<file path="src/sv/rme_pkg.sv">
// shared constants, types and the arctangent table of the euler-angle converter
`timescale 1ns / 1ps
package rme_pkg;

  // matrix entry and angle formats
  localparam int ENT_W = 16;
  localparam int CIN_W = 17;             // atan2 operand, wide enough for a negated entry
  localparam int CX_W = 28;              // cordic x/y datapath
  localparam int CZ_W = 24;              // cordic angle accumulator, 2^-20 rad
  localparam int ANG_W = 16;
  localparam int PITCH_W = 15;
  localparam int THR_W = 15;

  localparam int SQ_W = 32;              // integer square root operand
  localparam int SQ_STEPS = SQ_W / 2;

  localparam logic signed [CZ_W-1:0] ANG_HALF_PI = 24'sd1647099;
  localparam logic signed [ANG_W-1:0] ANG_LIMIT_FULL = 16'sd25736;
  localparam logic signed [ANG_W-1:0] ANG_LIMIT_HALF = 16'sd12868;
  localparam logic signed [ENT_W-1:0] ONE_Q14 = 16'sd16384;
  localparam logic [SQ_W-1:0] ONE_SQ = 32'd268435456;

  // register indexes
  localparam logic REG_SINGULAR_THRESHOLD = 1'b0;
  localparam logic [THR_W-1:0] THR_RESET = 15'd1;

  // atan(2^-i) in units of 2^-20 rad
  function automatic logic [19:0] atan_tab(input int i);
    logic [19:0] v;
    unique case (i)
      0:  v = 20'd823550;
      1:  v = 20'd486170;
      2:  v = 20'd256879;
      3:  v = 20'd130396;
      4:  v = 20'd65451;
      5:  v = 20'd32757;
      6:  v = 20'd16383;
      7:  v = 20'd8192;
      8:  v = 20'd4096;
      9:  v = 20'd2048;
      10: v = 20'd1024;
      11: v = 20'd512;
      12: v = 20'd256;
      13: v = 20'd128;
      14: v = 20'd64;
      15: v = 20'd32;
      16: v = 20'd16;
      17: v = 20'd8;
      18: v = 20'd4;
      19: v = 20'd2;
      20: v = 20'd1;
      21: v = 20'd1;
      default: v = 20'd0;
    endcase
    return v;
  endfunction

  // matrix entries that ride along the square-root pipeline
  typedef struct packed {
    logic signed [ENT_W-1:0] r00;
    logic signed [ENT_W-1:0] r01;
    logic signed [ENT_W-1:0] r02;
    logic signed [ENT_W-1:0] r10;
    logic signed [ENT_W-1:0] r21;
    logic signed [ENT_W-1:0] r22;
    logic signed [ENT_W-1:0] xs;       // saturated r20
  } entry_t;

endpackage

</file>
<file path="src/sv/rme_cordic.sv">
// pipelined vectoring cordic atan2, angle out in q2.13
`timescale 1ns / 1ps
module rme_cordic import rme_pkg::*; #(
  parameter int STEPS = 16
) (
  input  logic                    clk,
  input  logic                    en,
  input  logic signed [CIN_W-1:0] y_in,
  input  logic signed [CIN_W-1:0] x_in,
  output logic signed [ANG_W-1:0] ang_out
);

  logic signed [CX_W-1:0] x_r [STEPS+1];
  logic signed [CX_W-1:0] y_r [STEPS+1];
  logic signed [CZ_W-1:0] z_r [STEPS+1];
  logic                   zero_r [STEPS+1];
  logic signed [ANG_W-1:0] ang_r;

  // scale by 2^8 and fold the left half plane
  logic signed [CX_W-1:0] xs, ys, x_nxt, y_nxt;
  logic signed [CZ_W-1:0] z_nxt;

  always_comb begin
    xs = {{(CX_W-CIN_W-8){x_in[CIN_W-1]}}, x_in, 8'b0};
    ys = {{(CX_W-CIN_W-8){y_in[CIN_W-1]}}, y_in, 8'b0};
    x_nxt = xs;
    y_nxt = ys;
    z_nxt = '0;
    if (xs < 0) begin
      if (ys >= 0) begin
        x_nxt = ys;
        y_nxt = -xs;
        z_nxt = ANG_HALF_PI;
      end else begin
        x_nxt = -ys;
        y_nxt = xs;
        z_nxt = -ANG_HALF_PI;
      end
    end
  end

  always_ff @(posedge clk) begin
    if (en) begin
      x_r[0] <= x_nxt;
      y_r[0] <= y_nxt;
      z_r[0] <= z_nxt;
      zero_r[0] <= (x_in == '0) && (y_in == '0);
    end
  end

  for (genvar i = 0; i < STEPS; i++) begin : g_iter
    localparam logic signed [CZ_W-1:0] TAB = CZ_W'(atan_tab(i));
    logic signed [CX_W-1:0] xsh, ysh;
    assign xsh = x_r[i] >>> i;
    assign ysh = y_r[i] >>> i;

    always_ff @(posedge clk) begin
      if (en) begin
        if (y_r[i] >= 0) begin
          x_r[i+1] <= x_r[i] + ysh;
          y_r[i+1] <= y_r[i] - xsh;
          z_r[i+1] <= z_r[i] + TAB;
        end else begin
          x_r[i+1] <= x_r[i] - ysh;
          y_r[i+1] <= y_r[i] + xsh;
          z_r[i+1] <= z_r[i] - TAB;
        end
        zero_r[i+1] <= zero_r[i];
      end
    end
  end

  // round to q2.13, ties up, then clamp to +-pi
  logic signed [CZ_W-1:0] zr;
  logic signed [CZ_W-8:0] zq;
  logic signed [ANG_W-1:0] ang_nxt;

  always_comb begin
    zr = z_r[STEPS] + CZ_W'(64);
    zq = zr[CZ_W-1:7];
    if (zero_r[STEPS]) begin
      ang_nxt = '0;
    end else if (zq > (CZ_W-7)'(ANG_LIMIT_FULL)) begin
      ang_nxt = ANG_LIMIT_FULL;
    end else if (zq < -(CZ_W-7)'(ANG_LIMIT_FULL)) begin
      ang_nxt = -ANG_LIMIT_FULL;
    end else begin
      ang_nxt = zq[ANG_W-1:0];
    end
  end

  always_ff @(posedge clk) begin
    if (en) begin
      ang_r <= ang_nxt;
    end
  end

  assign ang_out = ang_r;

endmodule

</file>
<file path="config.mk">
export PLATFORM = sky130hd
export DESIGN_NAME = rme_cordic
export DESIGN_NICKNAME = d
export VERILOG_FILES = /design/src/sv/rme_pkg.sv /design/src/sv/rme_cordic.sv
export SDC_FILE = /design/constraint.sdc
export NUM_CORES = 2
export LEC_CHECK = 0
export BUFFER_PORTS_ARGS = -buffer_cell sky130_fd_sc_hd__buf_4
export CAP_MARGIN = 20
export CORE_MARGIN = 10
export CORE_UTILIZATION = 45
export CTS_CLUSTER_DIAMETER = 100
export CTS_CLUSTER_SIZE = 12
export DETAILED_ROUTE_END_ITERATION = 6
export SYNTH_ARGS = -nofsm -noshare
export SYNTH_HDL_FRONTEND = slang
export SYNTH_SLANG_ARGS = --single-unit
</file>
<file path="constraint.sdc">
create_clock -name clk -period 5.05 [get_ports clk]
set_input_delay 0.2525 -clock clk [delete_from_list [all_inputs] [get_ports clk]]
set_output_delay 0.2525 -clock clk [all_outputs]
set_load 0.02 [all_outputs]
</file>
==> impl_metrics.csv <==
group,metric,value,unit
floorplanning,ios,52,
clocking,cts_root_buffer,"clkbuf_16",
clocking,clk_pin_slew,0.06,ns
min_path,min_path_type,"input pin to flip-flop",
floorplanning,die_h,471.8,um
clocking,cts_tree,"built",
route,drc,0,
timing,hold_viol,0,
timing,min_period,4.819,ns
global_routing,grt_pass1_vias,69048,
clocking,cts_setup_buffers,0,
synth,synth.avg_cell_area,9.507,um^2
route,first_pass_iters,6,
timing,clock.fmax,0.2075,GHz
setup_path,endpoint_kind,"flip-flop",
floorplanning,design.die.area,222600,um^2
layout,nNetsFinal,10818,
layout,drive_above_1_share,0.04047,
global_routing,grt_pass1_wl,380600,um
global_routing,grt_start_max_net_pins,116,
timing,fin_skew,0.03444,ns
placement,dp_slack,0.1802,ns
synth,syn_inst,9663,
clocking,cts.sinks,1131,
synth,ys_async_sr_fraction,0,
synth,synth-edff-count,1131,
timing,finalSetupViolCount,0,
setup_path,critPathArrivalTime,5.40,ns
synth,synth_top_area_frac,0.3697,
setup_path,cp.required,5.63,ns
setup_path,crit_type,"flip-flop to flip-flop",
floorplanning,initial_core_util,0.4536,
clocking,h-tree-depth,3,
global_routing,track_usage,0.2087,
floorplanning,num_rows,165,
setup_path,timing.critical_path.fanout_max,6,
synth,yosys_warnings,0,
route,vias,72231,
placement,dp_hpwl,191300,um
layout,ff_latch_area,33960,um^2
synth,yosysMostFrequentCell,"edfxtp_1",
synth,synth_commonest_cells,"edfxtp_1 (1131), ha_1 (950), xnor2_1 (911)",
run_status,status,"finished clean",
synth,synth_largest_area_cell,"edfxtp_1",
clocking,cts_made_buffers,107,
synth,yosys_register_bits,1131,
timing,worstMarginPinSlew,1.049,ns
floorplanning,core_area,202500,um^2
timing,rsz0062_at_grt,"yes",
timing,final_max_slew_viol_count,0,
synth,synth_flop_cell,"edfxtp_1",
global_routing,overflow,0,
timing,fin_crit_sh,0.9543,
timing,maxSlewHeadroom,0.3009,
global_routing,antenna_found_initial,2,
route,postRouteWirelength,241600,um
layout,nFillCells,18697,
clocking,insertion_delay,0.77,ns
route,ant_nets,0,
timing,setup_ws,0.2310,ns
layout,multi_input_area,55450,um^2
synth,netlist_area,91870,um^2
layout,area_growth,8.143,%
route,routedWlPerCell,19.35,um
route,drt-vias-per-instance,5.786,
synth,synthTopCellsByArea,"edfxtp_1 (37%), ha_1 (13%), xnor2_1 (8.7%)",
placement,gp_congestion,0.9128,
synth,ys_types,94,
flow_run,drv_cap,0,
clocking,clock_path_buffers,3,
floorplanning,die_w,471.8,um
placement,io_buffer_count,51,
setup_path,crit_path_start_kind,"flip-flop",
synth,ys_seq_area_frac,0.3697,
route,drtIter0Drc,5316,
-- cell usage in the layout, fill, tap and decap left out, types with 109 or more instances in the layout --
master     synthesis  routed
o21ai_0          458     456
edfxtp_1        1131    1131
o21ai_1          122     124
a21o_1           241     241
nand2b_1         162     162
a21oi_1          800     800
xor2_1           437     437
o21a_1           134     134
ha_1             950     949
nor2_1           866     866
inv_1            439     439
o21bai_1         117     117
nand3_1          185     185
o31ai_1          135     135
xnor2_1          911     911
buf_4              0     184
clkbuf_16          0     109
nor3_1           279     278
nand2_1          644     643
-- through the flow --
stage                     hold slack, ns  instances  utilization  area, um^2  TNS [ns]
after detailed placement          0.4045      12308       0.4732       95840         0
after CTS                         0.3148      12482       0.4902       99290         0
after floorplan                   0.3514       9665            -       91870         0
final                             0.3819      12484       0.4905       99350         0
after global routing              0.3773      12483       0.4905       99350  -0.01266
after global placement            0.4026      12308       0.4732       95840         0
-- registers in the layout, indices dropped and copies added (netlist names) --
signal,flops
y_r,389
x_r,374
z_r,335
zero_r,17
ang_out,16
-- metal layers --
metal	vias up	global-route usage	part of all wire	wire length [um]
met5	-	0	0	0
met2	1576	0.3524	0.47	113500
met3	338	0.02736	0.048	11680
met1	34543	0.2806	0.45	109500
met4	0	0.05693	0.029	6927
li1	35774	-	-	-
-- what timing repair did --
| action | in CTS | in global routing |
|---|---|---|
| resized for setup | 0 | 14 |
| hold endpoints to repair | 49 | 0 |
| hold buffers | 52 | 0 |
| endpoints found under the setup margin | 0 | 10 |
-- final cells by class --
cell class              count  share of cell area
diodes                      2          0.00005038
repair buffers            239             0.01970
clock buffers             109             0.02746
well taps                2672             0.03365
flip-flops and latches   1131              0.3419
clock inverters            13            0.002002
multi-input cells        7863              0.5581
inverters                 455             0.01719
-- worst paths after layout --
kind | from | endpoint | slack (ns) | depth (start not counted)
hold / removal | y_in[0] | x_r[0][8] | 0.38 | 4
setup / recovery | y_r[11][18] | x_r[12][27] | 0.23 | 17
setup reg to reg | y_r[11][18] | x_r[12][27] | 0.23 | 17
hold reg to reg | z_r[7][7] | z_r[8][7] | 0.41 | 0
-- cell families after synthesis --
| kind of cell | synth area share |
|---|---|
| flip-flops | 0.3697 |
| XOR/XNOR | 0.1285 |
| buffers and inverters | 0.02747 |
| AND/OR/NAND/NOR | 0.1474 |
| AO/OA/AOI/OAI | 0.1817 |
| adder cells (fa/ha/maj) | 0.1379 |
| multiplexers | 0.007259 |
| other | 0.00004082 |
-- worst max-delay path: stages (launching register included) --
cell and delay, ns:
edfxtp_1 0.45, or4_1 0.60, nor3_2 0.16, nand2_1 0.18, or4_1 0.49, or4_1 0.48, mux2i_1 0.15, ha_2 0.41
nand2_1 0.09, nor2_1 0.19, nand3_1 0.10, a211oi_1 0.22, a31oi_1 0.11, a21oi_1 0.21, o21bai_1 0.12, a31oi_1 0.23
mux2i_1 0.13, a2111oi_2 0.33
Power is not shown: default switching activity piles up to over one toggle a cycle in this logic, so the estimate is an artifact.
