<file path="src/sv/rme_pkg.sv">
// shared constants, types and the arctangent table of the euler-angle converter
`timescale 1ns / 1ps
package rme_pkg;

  // matrix entry and angle formats
  localparam int ENT_W = 16;
  localparam int CIN_W = 17;             // atan2 operand, wide enough for a negated entry
  localparam int CX_W = 28;              // cordic x/y datapath
  localparam int CZ_W = 24;              // cordic angle accumulator, 2^-20 rad
  localparam int ANG_W = 16;
  localparam int PITCH_W = 15;
  localparam int THR_W = 15;

  localparam int SQ_W = 32;              // integer square root operand
  localparam int SQ_STEPS = SQ_W / 2;

  localparam logic signed [CZ_W-1:0] ANG_HALF_PI = 24'sd1647099;
  localparam logic signed [ANG_W-1:0] ANG_LIMIT_FULL = 16'sd25736;
  localparam logic signed [ANG_W-1:0] ANG_LIMIT_HALF = 16'sd12868;
  localparam logic signed [ENT_W-1:0] ONE_Q14 = 16'sd16384;
  localparam logic [SQ_W-1:0] ONE_SQ = 32'd268435456;

  // register indexes
  localparam logic REG_SINGULAR_THRESHOLD = 1'b0;
  localparam logic [THR_W-1:0] THR_RESET = 15'd1;

  // atan(2^-i) in units of 2^-20 rad
  function automatic logic [19:0] atan_tab(input int i);
    logic [19:0] v;
    unique case (i)
      0:  v = 20'd823550;
      1:  v = 20'd486170;
      2:  v = 20'd256879;
      3:  v = 20'd130396;
      4:  v = 20'd65451;
      5:  v = 20'd32757;
      6:  v = 20'd16383;
      7:  v = 20'd8192;
      8:  v = 20'd4096;
      9:  v = 20'd2048;
      10: v = 20'd1024;
      11: v = 20'd512;
      12: v = 20'd256;
      13: v = 20'd128;
      14: v = 20'd64;
      15: v = 20'd32;
      16: v = 20'd16;
      17: v = 20'd8;
      18: v = 20'd4;
      19: v = 20'd2;
      20: v = 20'd1;
      21: v = 20'd1;
      default: v = 20'd0;
    endcase
    return v;
  endfunction

  // matrix entries that ride along the square-root pipeline
  typedef struct packed {
    logic signed [ENT_W-1:0] r00;
    logic signed [ENT_W-1:0] r01;
    logic signed [ENT_W-1:0] r02;
    logic signed [ENT_W-1:0] r10;
    logic signed [ENT_W-1:0] r21;
    logic signed [ENT_W-1:0] r22;
    logic signed [ENT_W-1:0] xs;       // saturated r20
  } entry_t;

endpackage

</file>
<file path="src/sv/rme_isqrt.sv">
// pipelined integer square root, one result bit per stage
`timescale 1ns / 1ps
module rme_isqrt import rme_pkg::*; (
  input  logic                clk,
  input  logic                en,
  input  logic [SQ_W-1:0]     n_in,
  output logic [SQ_W/2-1:0]   root_out
);

  logic [SQ_W-1:0] n_r    [SQ_STEPS];
  logic [SQ_W-1:0] root_r [SQ_STEPS];

  for (genvar k = 0; k < SQ_STEPS; k++) begin : g_step
    localparam logic [SQ_W-1:0] BIT = SQ_W'(1) << (SQ_W - 2 - 2 * k);
    logic [SQ_W-1:0] n_prev, root_prev, trial, n_nxt, root_nxt;

    if (k == 0) begin : g_first
      assign n_prev = n_in;
      assign root_prev = '0;
    end else begin : g_next
      assign n_prev = n_r[k-1];
      assign root_prev = root_r[k-1];
    end

    always_comb begin
      trial = root_prev + BIT;
      if (n_prev >= trial) begin
        n_nxt = n_prev - trial;
        root_nxt = (root_prev >> 1) + BIT;
      end else begin
        n_nxt = n_prev;
        root_nxt = root_prev >> 1;
      end
    end

    always_ff @(posedge clk) begin
      if (en) begin
        n_r[k] <= n_nxt;
        root_r[k] <= root_nxt;
      end
    end
  end

  assign root_out = root_r[SQ_STEPS-1][SQ_W/2-1:0];

endmodule

</file>
<file path="config.mk">
export PLATFORM = sky130hd
export DESIGN_NAME = rme_isqrt
export DESIGN_NICKNAME = d
export VERILOG_FILES = /design/src/sv/rme_pkg.sv /design/src/sv/rme_isqrt.sv
export SDC_FILE = /design/constraint.sdc
export NUM_CORES = 1
export LEC_CHECK = 0
export BUFFER_PORTS_ARGS = -buffer_cell sky130_fd_sc_hd__clkbuf_2
export CELL_PAD_IN_SITES_DETAIL_PLACEMENT = 1
export CELL_PAD_IN_SITES_GLOBAL_PLACEMENT = 1
export CORE_MARGIN = 1
export CORE_UTILIZATION = 57
export DETAILED_ROUTE_END_ITERATION = 12
export PLACE_DENSITY = 0.95
export SLEW_MARGIN = 40
export SYNTH_ARGS = -nofsm -noshare
export SYNTH_HDL_FRONTEND = slang
export SYNTH_SLANG_ARGS = --single-unit
</file>
<file path="constraint.sdc">
create_clock -name clk -period 8.3 [get_ports clk]
set_clock_uncertainty 0.15 [all_clocks]
set_input_delay 0.83 -clock clk [delete_from_list [all_inputs] [get_ports clk]]
set_output_delay 0.83 -clock clk [all_outputs]
set_load 0.01 [all_outputs]
</file>
==> metrics.md, run 1 <==
| Metric | Value |
|---|---|
| Status | complete, no violations |
| Initial antenna violation count | 0 |
| RSZ-0062 raised after global routing | no |
| Most used cell, CP | a21oi_1 |
| Slowest cell on crit path | nor2_2 |
| Tot GR Track Use | 33.62% |
| Via/cell ratio | 6.545 |
| I/O Buffers | 49 |
| Clock latency on the worst-skew pair | 0.68 ns |
| ANT cells | 0 |
| Levels on crit path | 9 |
| Crit path buffers/inverters | 1 |
| Die area | 51900 um^2 |
| EDFF count, synth | 616 |
| Core Box Area | 50270 um^2 |
| Max Freq | 250.6 MHz |
| Worst-Margin Slew | 0.9279 ns |
| Post-route minimum period | 3.991 ns |
| Synth area leader | edfxtp_1 |
| Sequential cell area | 18500 um^2 |
| Clock sinks | 616 |
| Count of final hold-check violations | 0 |
| Drt wl/cell | 28.91 um |
| CTS Buffer Depth | 3 |
| Crit-path max FO | 19 |
| CTS tree | done |
| Number of global-route vias before repair | around 22000 |
| Top FF cell, synth | edfxtp_1 |
| Antenna-violating nets left | 0 |
| Pleak | 12.02 nW |
| H-tree Lvls | 2 |
| Area contributors post-synth | edfxtp_1 (64%), ha_1 (6.5%), xor2_1 (3.6%), xnor2_1 (2.4%), inv_1 (2.3%) |
| Syn_area_per_cell | 13.16 um^2 |
| Sum of negative setup slack | 0 ns |
| Synth Register Bits | 616 |
| Slew Limit Fails | 0 |
| Worst Hold Class | input port to register |
| Nets | 2488 |
| Hold_ws | 0.1949 ns |
| Routed WL | 87.47 mm |
| Critical Path Start | n_r[1][75] |
| Pin count of the biggest net entering global routing | 158 |
| Initial core utilization | 57.81% |
| DP HPWL | 55.93 mm |
| Rel. slew slack | 37.99% |
| CP Cell Sequence | ha_1 > o21ai_0 > a21oi_1 > o31ai_1 > a21oi_1 > nor2_2 > buf_4 > nor3_1 > a22o_1 |
| Reg-to-Reg End | n_r[1][120] |
| Synth-to-Final Area Change | 10.72% |
| Post-synth top cells | edfxtp_1 (616), inv_1 (179), ha_1 (150) |
| CP required | 8.50 ns |
| Final period util | ~48% |
| Reg2reg start | n_r[1][75] |
| DRC viols | 0 |
| Router iterations before antenna repair | 5 |
| Die X | 227.8 um |
| Vert. Die Dim | about 230 um |
| Cell variety after synth | 80 |
| Share of layout cells above drive strength 1 | ~8.9% |
| Pwr dens | 269.9 nW/um^2 |
| First-pass GRT wire length | roughly 130 mm |
| Register area share after synthesis | 63.64% |
| Post-synthesis cell area | 29060 um^2 |
| Root Driver | clkbuf_16 |
| 1st-iter DRT viols | between 1500 and 2000 |
| Most numerous cell in the Yosys netlist | edfxtp_1 |
| RePlAce Congestion | 0.8908 |
| Cts repair resizes | 0 |
| Total global routing overflow | 0 |
| Multi-input gate area | roughly 9800 um^2 |
| R2R cell count | 9 |
| # Post-CTS Setup Buffers | 0 |
| Io pins | 50 |
| Critical Path End | n_r[1][120] |
| Worst EP arrival | 4.19 ns |
| Slowest cell delay on critical path | approximately 0.6 ns |
| Rows | between 80 and 90 |
| Crit end category | register |
| Via count | 19800 |
| TritonCTS buffer count | 61 |
| Critical path class | register to register |
| Maximum vdd drop | 0.2529 mV |
| CP startpoint kind | register |
| Filler cells | 4815 |
| Ys async rst share | 0% |
| Post-synth top area share | 63.64% |
| Post-place instance area | 30150 um^2 |
| Max_cap viols | 0 |
| Reg-to-reg slack, setup | 4.31 ns |
| Cts hold-fix bufs | 0 |
| Final setup viols | 0 |
| Clock transition at path regs | approximately 0.07 ns |
| Mapped Nets | 2393 |
| Final instance area | 32180 um^2 |
| CP top delay family | compound AO/OA/AOI/OAI gates |
| Syn. warnings | 0 |
| Synthesized netlist cell count | 2209 |
## registers in the layout, indices dropped and copies added, names as in the netlist
signal,cells
n_r,480
root_r,136
## power by group
| part | internal, W | total, W | switching, W | leakage (nW) |
|---|---|---|---|---|
| clock | 0.00155 | 0.00284 | 0.00130 | 0.947 |
| combinational | 0.000578 | 0.00155 | 0.000975 | 5.18 |
| sequential | 0.00393 | 0.00429 | 0.000360 | 5.90 |
| total | 0.00605 | 0.00869 | 0.00263 | 12.0 |
## worst reg2reg max path, delay by kind of cell (launching register included)
family / cells / cell delay, ns
and+or+nand+nor: 2 / 0.72
AOI/OAI and AO/OA: 5 / 1.55
buffers and inverters: 1 / 0.39
DFF: 1 / 0.44
adders and majority gates: 1 / 0.42
## per-layer routing
layer / share of wire (%) / track usage [%] / vias up
li1: - / - / 8504
met1: 33 / 33.87 / 9828
met2: 53 / 62.91 / 1063
met3: 6.4 / 5.675 / 409
met4: 7.6 / 23.02 / 0
met5: 0 / 0 / -
## cell families (layout without fill, tap and decap cells)
group	after synthesis	after routing	synth area share (%)
xor gates and xnor gates	198	198	5.967
adders and majority gates	150	150	6.457
DFF	616	616	63.64
buffers and inverters	207	352	2.867
AOI/OAI and AO/OA	412	412	8.739
muxes	22	22	0.8223
and+or+nand+nor	604	604	11.50
## placed cells by master (no fill, tap or decap), types with 10 or more instances in the layout
master,n
or4_1,19
nand4_1,28
o21ai_0,130
mux2_2,15
clkbuf_1,10
a211oi_1,12
nor3_1,51
clkbuf_16,61
or3_1,32
xor2_1,119
nor4b_1,12
a21oi_1,123
edfxtp_1,616
o21a_1,32
nor4_1,77
nand2b_1,33
nand2_1,128
inv_1,179
a21o_1,25
xnor2_1,79
nand3_1,20
ha_1,150
clkinv_1,15
nor2_1,107
or2_2,11
clkbuf_2,48
nor2b_1,19
## worst min-delay path by stage
stage,startpoint,endpoint,slack (ns),cells after the start
after floorplan,n_r[0][128],n_r[0][160],0.27,0
after global placement,n_r[1][4],n_r[1][36],0.27,0
after detailed placement,n_r[1][1],n_r[1][33],0.28,0
after CTS,n_in[24],n_r[0][24],0.17,1
after global routing,n_in[24],n_r[0][24],0.18,1
final,n_in[24],n_r[0][24],0.19,1
## final cells by class
cell class / instances / area share (%)
Multi-Input combinational cell: 1386 / 30.37
Timing Repair Buffer: 60 / 1.213
Clock inverter: 42 / 1.380
Clock buffer: 71 / 4.860
Sequential cell: 616 / 57.48
Inverter: 179 / 2.088
Tap cell: 672 / 2.613
## through the flow
step	utilization (%)	setup WS [ns]	std cells	total power (W)
after floorplan	-	5.401	2209	0.005146
final	64.01	4.309	3026	0.008685
after global routing	64.01	4.100	3026	0.008917
after global placement	59.86	4.534	2911	0.005544
after detailed placement	59.98	4.319	2913	0.005735
after CTS	63.97	4.128	3026	0.008658
(Power assumes the default switching activity.)
==> run 2: changes to the inputs <==
- CORE_UTILIZATION: 57 -> 53
- PLACE_DENSITY: 0.95 -> 0.91
- clock period: 8.3 -> 3.7 ns (I/O delays scaled with it)
==> run 2 against run 1 <==
  * Worst hold slack got worse by 0.072 ns
  * Global-route usage decreased by 1.8 points
  * Critical path depth increased by 1
  * Clock-buffer cell count increased by 10
  * Non-clock buffer count increased by 56
  * Core utilization decreased by 3.3 points
  * First-iteration DRC count decreased by 23%
  * Final area increased by 1.8%
  * Highest routed layer unchanged
==> metrics.md, run 2 (synthesis gave the netlist of run 1 again) <==
| Metric | Value |
|---|---|
| Status | complete, no violations |
| CP Cell Sequence | inv_1 > ha_1 > and4b_1 > nand4_1 > nor3_1 > nor4_1 > and2_1 > inv_1 > and4b_1 > xor2_1 |
| Antenna-violating nets left | 0 (unchanged) |
| Via count | 19920 (+0.58%) |
| Largest register by flop count | n_r |
| Io pins | 50 (unchanged) |
| DRC viols | 0 (unchanged) |
| Max Freq | 276.1 MHz (+10%) |
| Worst-Margin Slew | 0.8871 ns (-0.04080 ns) |
| Sum of negative setup slack | 0 ns (unchanged) |
| Clock transition at path regs | 0.08 ns (about the same) |
| Share of layout cells above drive strength 1 | 9.701% (+0.82 points) |
| Nets | 2549 (+2.5%) |
| CP startpoint kind | register |
| Clock latency on the worst-skew pair | 0.63 ns (-0.05 ns) |
| H-tree Lvls | 3 (+1) |
| Number of global-route vias before repair | 21840 (+0.58%) |
| Synth-to-Final Area Change | 12.76% |
| Drt wl/cell | 27.92 um (-3.4%) |
| Rows | 85 (+3.7%) |
| Critical path class | register to register |
| Clk pwr share | 33.4% (+0.7 points) |
| CP required | 3.92 ns (-4.58 ns) |
| Root Driver | clkbuf_16 |
| I/O Buffers | 49 (unchanged) |
| Rel. slew slack | 40.24% (+2.3 points) |
| Clock sinks | 616 (unchanged) |
| Initial core utilization | 53.80% (-4.0 points) |
| Most frequent cells in the layout | edfxtp_1 (616), inv_1 (179), ha_1 (150) |
| 1st-iter DRT viols | 1445 (-23%) |
| Crit end category | register |
| Commonest non-fill, non-tap cell in the layout | edfxtp_1 |
| CTS Buffer Depth | 3 (unchanged) |
| Filler cells | 5195 (+7.9%) |
| RSZ-0062 raised after global routing | no |
| Sw Share | 30.33% (+0.033 points) |
| Power Total | 0.01966 W (+130%) |
| Met3 Use GR | 6.647% (+0.97 points) |
| Maximum vdd drop | 0.5377 mV (+110%) |
| Core Util, Final | 60.66% (-3.3 points) |
| Via/cell ratio | 6.407 (-2.1%) |
| Max_cap viols | 0 (unchanged) |
| Cts repair resizes | 0 (unchanged) |
| DP HPWL | 53.87 mm (-3.7%) |
| Global route hottest layer | met2 |
| RePlAce Congestion | 0.9558 (+7.3%) |
| Tot GR Track Use | 31.80% (-1.8 points) |
| Router iterations before antenna repair | 5 (unchanged) |
| Slowest cell delay on critical path | 0.58 ns (-0.02 ns) |
| Sequential cell area | 18500 um^2 (unchanged) |
| Pin count of the biggest net entering global routing | 99 (-37%) |
| Vert. Die Dim | 236.2 um (+3.7%) |
| Reg power frac | 48.9% (-0.5 points) |
| Hold_ws | 0.1225 ns (-0.07241 ns) |
| Total global routing overflow | 0 (unchanged) |
| Die area | 55780 um^2 (+7.5%) |
| Worst EP arrival | 3.84 ns (-0.35 ns) |
| First-pass GRT wire length | 132.5 mm (+0.22%) |
| Pleak | 12.33 nW (+2.5%) |
| Core Box Area | 54030 um^2 (+7.5%) |
| Initial antenna violation count | 0 (unchanged) |
| Crit-path max FO | 13 (-6) |
| Routed WL | 86.80 mm (-0.76%) |
| Pwr dens | 599.9 nW/um^2 (+120%) |
| Combinational power share | 17.7% (-0.2 points) |
| Slew Limit Fails | 0 (unchanged) |
| CP top delay family | simple AND/OR/NAND/NOR gates |
| Worst Hold Class | input port to register |
| Die X | 236.2 um (+3.7%) |
| Power Internal | 0.01370 W (+130%) |
| CTS tree | done |
| Biggest regs | n_r (480), root_r (136) |
| Met2 Usage GRT | 58.76% (-4.2 points) |
| TritonCTS buffer count | 66 (+8.2%) |
| Post-route minimum period | 3.622 ns (-0.3688 ns) |
| Count of final hold-check violations | 0 (unchanged) |
| Slowest cell on crit path | nor3_1 |
| Multi-input gate area | 9776 um^2 (about the same) |
| Final setup viols | 0 (unchanged) |
| Met1 GRT Util | 30.04% (-3.8 points) |
| Switch Pwr | 0.005964 W (+130%) |
| Final period util | 97.89% (+50 points) |
| Crit path buffers/inverters | 2 (+1) |
| Largest register FFs | 480 (unchanged) |
| Reg-to-reg slack, setup | 0.08 ns (-4.23 ns) |
[run 2: changes by cell type in the layout (fill, tap and decap cells not counted), sizes merged]
cell / previous run / this run
dlygate4sd3: 0 / 31
buf: 12 / 37
clkbuf: 119 / 129
clkinvlp: 8 / 3
clkinv: 28 / 24
inv: 179 / 183
bufinv: 6 / 3
diode: 0 / 1
[run 2: power groups by stage]
stage               clock [W]  sequential, W  combinational (W)
floorplan                   0        0.00932            0.00223
global placement            0        0.00955            0.00285
detailed placement          0        0.00965            0.00318
CTS                   0.00650        0.00955            0.00336
global route          0.00679        0.00966            0.00372
finish                0.00657        0.00961            0.00348
[run 2: worst reg2reg max path: stages, from the launching register on]
cell	delay (ns)
edfxtp_1	0.46
inv_1	0.08
ha_1	0.38
and4b_1	0.33
nand4_1	0.26
nor3_1	0.58
nor4_1	0.14
and2_1	0.36
inv_1	0.29
and4b_1	0.27
xor2_1	0.07
[run 2: path summary, 6_finish.rpt]
check	start	endpoint	cells past startpoint
max	root_r[0][180]	n_r[0][223]	10
min	en	n_r[0][148]	1
max reg2reg	root_r[0][180]	n_r[0][223]	10
min reg2reg	root_r[1][81]	root_r[1][112]	0
[run 2: routing by layer]
metal  up-vias  part of all wire [%]
met3       444                   5.5
met1      9840                    32
li1       8632                     -
met4         0                   9.5
met2      1003                    53
met5         -                     0
[run 2: cell type report]
| cell class | count | area share (%) |
|---|---|---|
| inverters | 179 | 2.050 |
| diodes | 1 | 0.007635 |
| well taps | 696 | 2.657 |
| flip-flops and latches | 616 | 56.44 |
| multi-input cells | 1386 | 29.83 |
| clock buffers | 81 | 5.211 |
| repair buffers | 116 | 2.772 |
| clock inverters | 34 | 1.035 |
[run 2: timing repair]
item / in CTS / in global routing
hold endpoints to repair: 31 / 0
hold buffers: 31 / 0
setup buffers: 0 / 0
[run 2: stage by stage]
stage                     instance area, um^2  setup slack [ns]  cells
final                                   32770           0.07820   3109
after global routing                    32770           0.01121   3108
after CTS                               32730            0.1614   3107
after detailed placement                30370            0.2849   2961
after global placement                  30370            0.4936   2961
after floorplan                         29060            0.8006   2209
==> run 3: changes to the inputs <==
- CAP_MARGIN: default -> 20
- REMOVE_ABC_BUFFERS: default -> 1
==> run 3 against run 2 <==
  * Register-to-register slack worse by 0.06 ns
  * Critical endpoint is now n_r[1][188]
  * Worst setup slack worse by 0.055 ns
  * Sequential power hardly changed
  * Wire length is 3.5% lower
  * Critical path type unchanged
  * Cell count hardly changed
  * Total power is 0.93% lower
  * Combinational power hardly changed
  * Die area stayed put
  * Core utilization hardly changed
  * Fmax is 1.5% lower
==> metrics.md, run 3 (synthesis gave the netlist of run 1 again) <==
| Metric | Value |
|---|---|
| Most frequent cells in the layout | edfxtp_1 (616), inv_1 (179), ha_1 (150) |
| Final period util | 99.39% (+1.5 points) |
| Total global routing overflow | 0 (unchanged) |
| Max Freq | 271.9 MHz (-1.5%) |
| Sum of negative setup slack | 0 ns (unchanged) |
| TritonCTS buffer count | 61 (-7.6%) |
| Hold endpoint | n_r[0][30] |
| # Post-CTS Setup Buffers | 0 (unchanged) |
| I/O Buffers | 49 (unchanged) |
| Slew Limit Fails | 0 (unchanged) |
| Final instance area | 32790 um^2 (about the same) |
| R2R cell count | 8 (-2) |
| Post-route insts no fill | 3108 (-0.032%) |
| Via count | 19400 (-2.6%) |
| Maximum vdd drop | 0.4471 mV (-17%) |
| H-tree Lvls | 2 (-1) |
| Rel. slew slack | 42.17% (+1.9 points) |
| Commonest non-fill, non-tap cell in the layout | edfxtp_1 |
| Post-route minimum period | 3.677 ns (+0.05547 ns) |
| ANT cells | 0 (-1) |
| Placed insts | 2963 (+0.068%) |
| Pleak | 12.35 nW (+0.17%) |
| Filler cells | 5184 (-0.21%) |
| Multi-input gate area | 9772 um^2 (about the same) |
| Pin count of the biggest net entering global routing | 98 (-1.0%) |
| Crit-path max FO | 6 (-7) |
| Drt wl/cell | 26.94 um (-3.5%) |
| Final setup viols | 0 (unchanged) |
| Largest register by flop count | n_r |
| Power Internal | 0.01374 W (+0.30%) |
| Switch Pwr | 0.005740 W (-3.8%) |
| Pwr dens | 594.1 nW/um^2 (-0.97%) |
| Rows | 85 (unchanged) |
| DP HPWL | 54.65 mm (+1.4%) |
| Count of final hold-check violations | 0 (unchanged) |
| First-pass GRT wire length | 128.0 mm (-3.4%) |
| Largest register FFs | 480 (unchanged) |
| Met3 Use GR | 4.658% (-2.0 points) |
| Met1 GRT Util | 28.55% (-1.5 points) |
| Reg power frac | 49.2% (+0.3 points) |
| Initial core utilization | 53.80% (unchanged) |
| Core Util, Final | 60.69% (about the same) |
| Root Driver | clkbuf_16 |
| Via/cell ratio | 6.243 (-2.6%) |
| RePlAce Congestion | 0.9948 (+4.1%) |
| Router iterations before antenna repair | 5 (unchanged) |
| Met2 Usage GRT | 58.01% (-0.74 points) |
| Clock sinks | 616 (unchanged) |
| 1st-iter DRT viols | 1363 (-5.7%) |
| DRC viols | 0 (unchanged) |
| Antenna-violating nets left | 0 (unchanged) |
| Die X | 236.2 um (unchanged) |
| Post-place instance area | 30400 um^2 (+0.11%) |
| Nets | 2547 (-0.078%) |
| Worst EP arrival | 3.91 ns (+0.07 ns) |
| Core Box Area | 54030 um^2 (unchanged) |
| Power Total | 0.01948 W (-0.93%) |
| CTS tree | done |
| Io pins | 50 (unchanged) |
| Reg-to-reg slack, setup | 0.02 ns (-0.06 ns) |
| Tot GR Track Use | 30.31% (-1.5 points) |
| Sequential cell area | 18500 um^2 (unchanged) |
| Global route hottest layer | met2 |
| CP startpoint kind | register |
| Hold depth | 3 (+2) |
| Hold wc startpoint | n_in[30] |
| Number of global-route vias before repair | 21710 (-0.59%) |
| Combinational power share | 17.8% (about the same) |
| Max_cap viols | 0 (unchanged) |
| Die area | 55780 um^2 (unchanged) |
| Worst Hold Class | input port to register |
| Synth-to-Final Area Change | 12.81% (about the same) |
| Clock latency on the worst-skew pair | 0.66 ns (+0.03 ns) |
| Initial antenna violation count | 0 (unchanged) |
| RSZ-0062 raised after global routing | no |
| Critical path class | register to register |
| Reg-to-Reg End | n_r[1][188] |
| Routed WL | 83.73 mm (-3.5%) |
| Vert. Die Dim | 236.2 um (unchanged) |
| Share of layout cells above drive strength 1 | 9.701% (unchanged) |
| Biggest regs | n_r (480), root_r (136) |
| CP required | 3.93 ns (about the same) |
| Reg2reg start | n_r[1][143] |
| CTS Buffer Depth | 3 (unchanged) |
| Status | complete, no violations |
| Clk pwr share | 33.0% (-0.4 points) |
| Worst-Margin Slew | 0.8595 ns (-0.02752 ns) |
| Crit end category | register |
| Clock transition at path regs | 0.07 ns (about the same) |
| Sw Share | 29.47% (-0.86 points) |
[run 3: worst max-delay path by stage]
stage / slack [ns] / endpoint / from
6_report: 0.02 / n_r[1][188] / n_r[1][143]
5_1_grt: 0.02 / n_r[1][188] / n_r[1][141]
4_1_cts: 0.11 / n_r[1][188] / n_r[1][141]
3_5_place_dp: 0.22 / n_r[1][120] / n_r[1][81]
3_3_place_gp: 0.39 / n_r[1][53] / n_r[1][25]
2_1_floorplan: 0.33 / n_r[1][120] / n_r[1][81]
[run 3: power groups by stage]
stage               sequential (W)  clock (W)  combinational, W
finish                     0.00959    0.00643           0.00346
global route               0.00964    0.00669           0.00372
CTS                        0.00953    0.00637           0.00337
detailed placement         0.00964          0           0.00320
global placement           0.00954          0           0.00284
floorplan                  0.00932          0           0.00222
[run 3: worst max-delay path, cell delays in order, from the launching register on]
cell and delay (ns):
edfxtp_1 0.41, ha_1 0.42, a21oi_1 0.19, o21ai_0 0.23, a2111oi_1 0.82, o21ai_0 0.29
or4_1 0.60, nor3_2 0.21, xor2_1 0.10
[run 3: through the flow]
| stage | setup slack (ns) | hold slack [ns] |
|---|---|---|
| final | 0.02272 | 0.01002 |
| after global routing | 0.02074 | 0.02074 |
| after CTS | 0.1147 | 0.01316 |
| after detailed placement | 0.2221 | 0.2845 |
| after global placement | 0.3894 | 0.2770 |
| after floorplan | 0.3298 | 0.2666 |
[run 3: final cells by class]
type,count,area share (%)
flip-flops and latches,616,56.42
multi-input cells,1386,29.80
clock buffers,71,4.770
repair buffers,119,2.954
well taps,696,2.656
inverters,179,2.049
clock inverters,41,1.351
[run 3: routing by layer]
layer | part of all wire [%] | routed length, um | up-vias
met2 | 54 | 45620 | 744
met3 | 4.1 | 3467 | 335
met4 | 8.5 | 7075 | 0
met5 | 0 | 0 | -
li1 | - | - | 8607
met1 | 33 | 27570 | 9717
[run 3: timing repair]
item / in CTS / in global routing
hold endpoints to repair: 31 / 26
hold buffers: 31 / 1
gates resized for setup: 0 / 4
endpoints found under the setup margin: 0 / 8
